File: src/nrsp_pkg.sv
// ----------------------------------------------------------------------------
// NMEA RMC parser package
// Shared record and scan state types for the RMC sentence parser.
// ----------------------------------------------------------------------------
package nrsp_pkg;

  typedef struct packed {
    logic [2:0]  flags;
    logic [7:0]  hh;
    logic [7:0]  mi;
    logic [7:0]  ss;
    logic [15:0] ms;
    logic [7:0]  dd;
    logic [7:0]  mo;
    logic [7:0]  yy;
    logic [7:0]  lat_deg;
    logic [7:0]  lat_min;
    logic [15:0] lat_frac;
    logic [7:0]  lon_deg;
    logic [7:0]  lon_min;
    logic [15:0] lon_frac;
  } rec_t;

  typedef struct packed {
    logic       capturing;
    logic [3:0] group;
    logic [3:0] pos;
    logic       stopped;
    logic [7:0] h0;
    logic [7:0] h1;
    rec_t       rec;
  } scan_t;

endpackage

File: src/nmea_rmc_sentence_parser_unit.sv
// ----------------------------------------------------------------------------
// NMEA RMC sentence parser
// Extracts time, fix status, position and date from RMC sentences carried
// one UART character per request.
// ----------------------------------------------------------------------------
// The input stream carries one received character per request in tdata and
// its error-free flag in tuser. Characters with the flag low are dropped.
// A sentence runs from a dollar sign to a newline; at the newline one record
// request leaves on the output stream, with the flags in tuser and the time,
// date, latitude and longitude fields packed in tdata.
// Every input request is registered, then applied to the sentence state from
// that register, and the finished record is registered again on the output.
// One character is accepted every cycle while no newline waits for the output register.
// The finished record sits in an output register; while the receiver stalls
// the block keeps taking characters, and only a second newline waits until
// that register is free.
// Sentences longer than MaxSentence characters are dropped without output.
// Reset clears the sentence state with the record being built and empties both stages.
// ----------------------------------------------------------------------------
module nmea_rmc_sentence_parser_unit #(
  parameter int MaxSentence = 256
) (
  input  logic         clk_i,
  input  logic         rst_ni,
  input  logic         s_axis_tvalid,
  output logic         s_axis_tready,
  input  logic [7:0]   s_axis_tdata,  // rx_byte[7:0]
  input  logic [0:0]   s_axis_tuser,  // rx_ok[0]
  output logic         m_axis_tvalid,
  input  logic         m_axis_tready,
  output logic [127:0] m_axis_tdata,  // time[39:0], date[63:40], lat[95:64], lon[127:96]
  output logic [2:0]   m_axis_tuser   // flags[2:0]
);
  import nrsp_pkg::*;

  localparam int LenW = $clog2(MaxSentence + 1);

  logic            in_valid_q, in_valid_d;
  logic [7:0]      in_byte_q;
  logic            in_ok_q;
  scan_t           scan_q, scan_d;
  logic [LenW-1:0] len_q, len_d;
  logic            emit;
  rec_t            rec;
  logic            out_valid_q, out_valid_d;
  logic [127:0]    out_data_q;
  logic [2:0]      out_user_q;
  logic            advance;
  logic            in_take;

  nrsp_scan #(
    .MaxSentence(MaxSentence),
    .LenW       (LenW)
  ) u_scan (
    .scan_i(scan_q),
    .len_i (len_q),
    .byte_i(in_byte_q),
    .ok_i  (in_valid_q & in_ok_q),
    .scan_o(scan_d),
    .len_o (len_d),
    .emit_o(emit),
    .rec_o (rec)
  );

  assign advance       = !in_valid_q || !emit || !out_valid_q || m_axis_tready;
  assign s_axis_tready = advance;
  assign in_take       = s_axis_tvalid && s_axis_tready;
  assign in_valid_d    = in_take ? 1'b1 : (advance ? 1'b0 : in_valid_q);

  always_comb begin
    out_valid_d = out_valid_q;
    if (m_axis_tready) begin
      out_valid_d = 1'b0;
    end
    if (in_valid_q && emit && advance) begin
      out_valid_d = 1'b1;
    end
  end

  always_ff @(posedge clk_i or negedge rst_ni) begin
    if (!rst_ni) begin
      in_valid_q  <= 1'b0;
      out_valid_q <= 1'b0;
      scan_q      <= '0;
      len_q       <= '0;
    end else begin
      in_valid_q  <= in_valid_d;
      out_valid_q <= out_valid_d;
      if (in_valid_q && advance) begin
        scan_q <= scan_d;
        len_q  <= len_d;
      end
    end
  end

  always_ff @(posedge clk_i) begin
    if (in_take) begin
      in_byte_q <= s_axis_tdata;
      in_ok_q   <= s_axis_tuser[0];
    end
    if (in_valid_q && emit && advance) begin
      out_user_q <= rec.flags;
      out_data_q <= {rec.lon_deg, rec.lon_min, rec.lon_frac,
                     rec.lat_deg, rec.lat_min, rec.lat_frac,
                     rec.dd, rec.mo, rec.yy,
                     rec.hh, rec.mi, rec.ss, rec.ms};
    end
  end

  assign m_axis_tvalid = out_valid_q;
  assign m_axis_tdata  = out_data_q;
  assign m_axis_tuser  = out_user_q;

endmodule

File: src/nrsp_scan.sv
// ----------------------------------------------------------------------------
// NMEA RMC character scanner
// Applies one received character to the sentence state and builds the
// finished record when the newline arrives.
// ----------------------------------------------------------------------------
module nrsp_scan #(
  parameter int MaxSentence = 256,
  parameter int LenW        = $clog2(MaxSentence + 1)
) (
  input  nrsp_pkg::scan_t  scan_i,
  input  logic [LenW-1:0]  len_i,
  input  logic [7:0]       byte_i,
  input  logic             ok_i,
  output nrsp_pkg::scan_t  scan_o,
  output logic [LenW-1:0]  len_o,
  output logic             emit_o,
  output nrsp_pkg::rec_t   rec_o
);
  import nrsp_pkg::*;

  localparam logic [7:0] CH_NUL     = 8'h00;
  localparam logic [7:0] CH_NL      = 8'h0A;
  localparam logic [7:0] CH_DOLLAR  = 8'h24;
  localparam logic [7:0] CH_COMMA   = 8'h2C;
  localparam logic [7:0] CH_A       = 8'h41;
  localparam logic [7:0] CH_N       = 8'h4E;
  localparam logic [7:0] CH_E       = 8'h45;
  localparam logic [7:0] DIGIT_BASE = 8'd48;
  localparam logic [7:0] DIGIT_NUL  = 8'(CH_NUL - DIGIT_BASE);

  localparam logic [3:0] GRP_TIME   = 4'd1;
  localparam logic [3:0] GRP_STATUS = 4'd2;
  localparam logic [3:0] GRP_LAT    = 4'd3;
  localparam logic [3:0] GRP_NS     = 4'd4;
  localparam logic [3:0] GRP_LON    = 4'd5;
  localparam logic [3:0] GRP_EW     = 4'd6;
  localparam logic [3:0] GRP_DATE   = 4'd9;
  localparam logic [3:0] GRP_MAX    = 4'd15;

  localparam int FLAG_FIX   = 0;
  localparam int FLAG_NORTH = 1;
  localparam int FLAG_EAST  = 2;

  function automatic logic [3:0] field_len(logic [3:0] grp);
    logic [3:0] len;
    unique case (grp)
      GRP_TIME:   len = 4'd10;
      GRP_STATUS: len = 4'd1;
      GRP_LAT:    len = 4'd9;
      GRP_NS:     len = 4'd1;
      GRP_LON:    len = 4'd10;
      GRP_EW:     len = 4'd1;
      GRP_DATE:   len = 4'd6;
      default:    len = 4'd0;
    endcase
    return len;
  endfunction

  function automatic logic [15:0] tens(logic [7:0] h, logic [7:0] d);
    return 16'(h) * 16'd10 + 16'(d);
  endfunction

  function automatic logic [15:0] hundreds(logic [7:0] h0, logic [7:0] h1, logic [7:0] d);
    return 16'(h0) * 16'd100 + tens(h1, d);
  endfunction

  function automatic logic [7:0] two8(logic [7:0] h, logic [7:0] d);
    logic [15:0] t;
    t = tens(h, d);
    return t[7:0];
  endfunction

  function automatic scan_t scan_char(scan_t s, logic [7:0] c);
    scan_t       n;
    logic [7:0]  d;
    logic [15:0] t16;
    logic [15:0] h3;
    logic [3:0]  grp;
    n   = s;
    d   = c - DIGIT_BASE;
    t16 = tens(s.h1, d);
    h3  = hundreds(s.h0, s.h1, d);
    grp = (s.group < GRP_MAX) ? s.group + 4'd1 : s.group;
    if (!s.stopped) begin
      if (s.pos == 4'd0) begin
        if (c == CH_NUL) begin
          n.stopped = 1'b1;
        end else if (c == CH_COMMA) begin
          n.group = grp;
          n.pos   = (field_len(grp) != 4'd0) ? 4'd1 : 4'd0;
        end
      end else begin
        case (s.group)
          GRP_TIME: begin
            case (s.pos)
              4'd2:    n.rec.hh = t16[7:0];
              4'd4:    n.rec.mi = t16[7:0];
              4'd6:    n.rec.ss = t16[7:0];
              4'd7:    ;
              4'd8:    n.h0 = d;
              4'd10:   n.rec.ms = h3;
              default: n.h1 = d;
            endcase
          end
          GRP_STATUS: n.rec.flags[FLAG_FIX] = (c == CH_A);
          GRP_LAT: begin
            case (s.pos)
              4'd2:    n.rec.lat_deg = t16[7:0];
              4'd4:    n.rec.lat_min = t16[7:0];
              4'd5:    ;
              4'd7:    n.rec.lat_frac = t16 * 16'd100;
              4'd9:    n.rec.lat_frac = s.rec.lat_frac + t16;
              default: n.h1 = d;
            endcase
          end
          GRP_NS: n.rec.flags[FLAG_NORTH] = (c == CH_N);
          GRP_LON: begin
            case (s.pos)
              4'd1:    n.h0 = d;
              4'd3:    n.rec.lon_deg = h3[7:0];
              4'd5:    n.rec.lon_min = t16[7:0];
              4'd6:    ;
              4'd8:    n.rec.lon_frac = t16 * 16'd100;
              4'd10:   n.rec.lon_frac = s.rec.lon_frac + t16;
              default: n.h1 = d;
            endcase
          end
          GRP_EW: n.rec.flags[FLAG_EAST] = (c == CH_E);
          GRP_DATE: begin
            case (s.pos)
              4'd2:    n.rec.dd = t16[7:0];
              4'd4:    n.rec.mo = t16[7:0];
              4'd6:    n.rec.yy = t16[7:0];
              default: n.h1 = d;
            endcase
          end
          default: ;
        endcase
        n.pos = s.pos + 4'd1;
        if (n.pos > field_len(s.group)) begin
          n.pos = 4'd0;
        end
      end
    end
    return n;
  endfunction

  // The rest of an open field is filled with NUL characters at the newline.
  function automatic rec_t flush_rec(scan_t s);
    rec_t        r;
    logic [3:0]  p;
    logic [15:0] t;
    r = s.rec;
    p = s.pos;
    t = '0;
    if (p != 4'd0) begin
      case (s.group)
        GRP_TIME: begin
          if (p <= 4'd2) r.hh = two8((p < 4'd2) ? DIGIT_NUL : s.h1, DIGIT_NUL);
          if (p <= 4'd4) r.mi = two8((p < 4'd4) ? DIGIT_NUL : s.h1, DIGIT_NUL);
          if (p <= 4'd6) r.ss = two8((p < 4'd6) ? DIGIT_NUL : s.h1, DIGIT_NUL);
          r.ms = hundreds((p <= 4'd8) ? DIGIT_NUL : s.h0,
                          (p <= 4'd9) ? DIGIT_NUL : s.h1, DIGIT_NUL);
        end
        GRP_STATUS: r.flags[FLAG_FIX] = 1'b0;
        GRP_LAT: begin
          if (p <= 4'd2) r.lat_deg = two8((p < 4'd2) ? DIGIT_NUL : s.h1, DIGIT_NUL);
          if (p <= 4'd4) r.lat_min = two8((p < 4'd4) ? DIGIT_NUL : s.h1, DIGIT_NUL);
          t = (p <= 4'd7)
              ? tens((p < 4'd7) ? DIGIT_NUL : s.h1, DIGIT_NUL) * 16'd100
              : s.rec.lat_frac;
          r.lat_frac = t + tens((p < 4'd9) ? DIGIT_NUL : s.h1, DIGIT_NUL);
        end
        GRP_NS: r.flags[FLAG_NORTH] = 1'b0;
        GRP_LON: begin
          if (p <= 4'd3) begin
            t = hundreds((p <= 4'd1) ? DIGIT_NUL : s.h0,
                         (p <= 4'd2) ? DIGIT_NUL : s.h1, DIGIT_NUL);
            r.lon_deg = t[7:0];
          end
          if (p <= 4'd5) r.lon_min = two8((p < 4'd5) ? DIGIT_NUL : s.h1, DIGIT_NUL);
          t = (p <= 4'd8)
              ? tens((p < 4'd8) ? DIGIT_NUL : s.h1, DIGIT_NUL) * 16'd100
              : s.rec.lon_frac;
          r.lon_frac = t + tens((p < 4'd10) ? DIGIT_NUL : s.h1, DIGIT_NUL);
        end
        GRP_EW: r.flags[FLAG_EAST] = 1'b0;
        GRP_DATE: begin
          if (p <= 4'd2) r.dd = two8((p < 4'd2) ? DIGIT_NUL : s.h1, DIGIT_NUL);
          if (p <= 4'd4) r.mo = two8((p < 4'd4) ? DIGIT_NUL : s.h1, DIGIT_NUL);
          if (p <= 4'd6) r.yy = two8((p < 4'd6) ? DIGIT_NUL : s.h1, DIGIT_NUL);
        end
        default: ;
      endcase
    end
    return r;
  endfunction

  scan_t stepped;

  always_comb begin
    stepped = scan_char(scan_i, byte_i);
    scan_o  = scan_i;
    len_o   = len_i;
    emit_o  = 1'b0;
    rec_o   = '0;
    if (ok_i) begin
      if (!scan_i.capturing) begin
        if (byte_i == CH_DOLLAR) begin
          scan_o.capturing = 1'b1;
          scan_o.group     = '0;
          scan_o.pos       = '0;
          scan_o.stopped   = 1'b0;
          scan_o.h0        = '0;
          scan_o.h1        = '0;
          len_o            = LenW'(1);
        end
      end else if (byte_i != CH_DOLLAR) begin
        if (len_i >= LenW'(MaxSentence)) begin
          scan_o = '0;
          len_o  = '0;
        end else begin
          scan_o = stepped;
          len_o  = len_i + LenW'(1);
          if (byte_i == CH_NL) begin
            emit_o = 1'b1;
            rec_o  = flush_rec(stepped);
            scan_o = '0;
            len_o  = '0;
          end
        end
      end
    end
  end

endmodule
File: config.mk
export PLATFORM = sky130hd
export DESIGN_NAME = nmea_rmc_sentence_parser_unit
export DESIGN_NICKNAME = d
export VERILOG_FILES = /design/src/nrsp_pkg.sv /design/src/nmea_rmc_sentence_parser_unit.sv /design/src/nrsp_scan.sv
export SDC_FILE = /design/constraint.sdc
export NUM_CORES = 1
export LEC_CHECK = 0
export ABC_AREA = 1
export CORE_MARGIN = 2
export CORE_UTILIZATION = 54
export CTS_CLUSTER_DIAMETER = 100
export DETAILED_ROUTE_END_ITERATION = 12
export DONT_BUFFER_PORTS = 1
export GPL_TIMING_DRIVEN = 0
export PLACE_DENSITY = 0.82
export SETUP_SLACK_MARGIN = 0.02
export SLEW_MARGIN = 0
export SYNTH_ARGS = -nofsm -noshare
export SYNTH_HDL_FRONTEND = slang
export SYNTH_SLANG_ARGS = --single-unit
File: constraint.sdc
create_clock -name clk_i -period 8.2 [get_ports clk_i]
set_clock_uncertainty 0.05 [all_clocks]
set_input_delay 0.41 -clock clk_i [delete_from_list [all_inputs] [get_ports clk_i]]
set_output_delay 0.41 -clock clk_i [all_outputs]
set_load 0.01 [all_outputs]
==> results.toml <==
[grt]
grtUsageMet3_pct = 6.67
antenna_found_initial = 2
grt_use_total_pct = 33.4
grt_pass1_vias = 24318
grt_util_met1_pct = 42.6
gr-total-overflow = 0
grt_pass1_wl_mm = 137
met2_usage_pct = 53.5
grt_busiest_layer = "met2"
grt_max_degree = 169

[timing]
maxSlewHeadroom_pct = -6.41
slew_violations = 14
setup_tns_ps = 0
worst_pin_slew_ps = 1590
fin_crit_sh_pct = 96.1
fmax_ghz = 0.127
rsz0062_at_grt = "true"
setup_viol = 0
fin_ws_ps = 323
post-route-min-period_ps = 7880
hold_violations = 0

[critical_path]
worstSetupPathType = "reg2reg"
crit_top_cell = "nand2_1"
crit_family = "compound AO/OA/AOI/OAI gates"
startpoint = "scan_q[153]"
path_buf_inv = 11
crit_required_ps = 8540
endpoint_kind = "flop"
cp-start-kind = "flop"
worstReg2RegStart = "scan_q[153]"
crit_fanout = 10
cp.arrival_ps = 8210
slowest_delay_ps = 620
slowest_stage = "o21ai_1"

[floorplan]
num_rows = 82
ios = 146
die_area_um2 = 52800
core_area_um2 = 50300
start_util_pct = 54.7
die_h_um = 230
die_x_um = 230

[route]
final_antenna_net_count = 0
finalWirelength_mm = 90.0
first_pass_iters = 9
wl_per_cell_um = 20.9
routed_via_density = 5.97
drt_iter0_drc = 3032
drc = 0
vias = 25732

[placed_design]
portBuffers = 0
placed_cell_area_um2 = 28500
dp_hpwl_mm = 66.6
gp_congestion = 1.01
post-place-ws_ps = -738

[layout]
stdcell_area_um2 = 30400
syn_to_final_growth_pct = 10.7
drive_above_1_share_pct = 8.54
final_nets = 4034

[synth]
ys_types = 68
yosysTopAreaCell = "ha_1"
synth_async_sr_flop_share_pct = 54.5
yosys-top-cells-area = "ha_1 (16%), dfrtp_1 (15%), edfxtp_1 (15%)"
ys_ff_latch = 308
synthTopCellsByCount = "nand2_1 (651), inv_1 (493), ha_1 (361)"
yosysMostFrequentCell = "nand2_1"
yosysSeqAreaShare_pct = 30.6
syn_area_um2 = 27500
synth_cells = 3518
synth_area_per_cell_um2 = 7.82
yosys_warnings = 0
synthFlopType = "dfrtp_1"
yosysTopAreaCellShare_pct = 16.4
synth_edf_count = 140

[status]
outcome = "finished with violations"
violations = "capacitance limit, slew limit"

[cts]
cts.sinks = 308
clock_latency_ps = 580
cts_tree = "built"
cts_made_buffers = 36
cts_buffer_depth = 3
cts_root_buf = "clkbuf_16"
htree_num_levels = 2
path_clk_slew_ps = 60

[hold_path]
hold_class = "in2reg"
hp-start = "m_axis_tready"

[job]
maxCapViolations = 2
-- placed cells by master (no fill, tap or decap), drive strengths merged, types with 7 or more instances in the layout --
master and instances:
a22oi 11, clkinvlp 8, clkbuf 100, nand4 28, clkinv 14, a2bb2oi 7
o21ai 359, xnor2 59, or2 11, o211ai 10, a211oi 35, nor2 260
a22o 14, dfrtp 168, o21bai 14, edfxtp 140, nand2 676, a21oi 282
buf 85, dlygate4sd3 11, a31oi 12, inv 520, fa 47, o22ai 61
ha 361, conb 9, xor2 90, nor3 34, nand3 152, nand3b 11
-- kinds of logic after synthesis --
family / after synthesis / share of synthesized area, %
AOI/OAI and AO/OA: 839 / 17.1
xor gates and xnor gates: 149 / 4.77
adders and majority gates: 408 / 19.8
buffers and inverters: 626 / 8.93
DFF: 308 / 30.6
muxes: 1 / 0.0364
other: 2 / 0.0273
and+or+nand+nor: 1185 / 18.7
-- registers in the layout (all words and copies together) (netlist names) --
name           count
in_byte_q          8
in_ok_q            1
in_valid_q         1
len_q              9
m_axis_tdata     128
m_axis_tuser       3
m_axis_tvalid      1
scan_q           157
-- cell type report --
type | count | area (um^2)
antenna | 1 | 2.50
buffer | 99 | 526
clock buffer | 45 | 955
clock inverter | 20 | 223
fill | 4386 | 19800
inverter | 525 | 1990
multi-input combinational | 2591 | 17000
sequential | 308 | 8410
tap | 672 | 841
timing repair buffer | 52 | 515
-- layer usage --
metal,share of wire [%],vias to the layer above
met5,0.020,-
met4,6.1,2
met3,10,348
met2,45,1468
met1,39,11897
li1,-,12017
-- per-stage QoR --
step                      std cells  hold WS (ps)  util (%)
after floorplan                3525          64.4         -
after global placement         4197          74.1      56.4
after detailed placement       4201          84.5      56.7
after CTS                      4283         0.507      59.6
after global routing           4312          46.2      60.6
final                          4313          2.01      60.6
-- tightest hold or removal path, delay by kind of cell --
family	cells	cell delay (ps)
and+or+nand+nor	2	100
buffers and inverters	1	70
-- path summary, 6_finish.rpt --
path,cells after the start,endpoint,slack (ps)
worst max-delay path,39,m_axis_tdata[14],320
worst min-delay path,3,m_axis_tvalid,2
worst max register to register,39,m_axis_tdata[14],320
worst min register to register,2,scan_q[78],440
max in group asynchronous,2,scan_q[148],6770
min in group asynchronous,2,in_valid_q,420
-- what timing repair did --
item / CTS / global route
endpoints found under the hold margin: 178 / 0
pin swaps: 2 / 25
resized for setup: 23 / 86
buffers inserted: 6 / 30
hold buffers: 12 / 0
setup endpoints to repair: 8 / 11
Power is left out: the tool's default activity adds up to more than one toggle a clock period on the data nets, which glitch-free logic cannot reach.
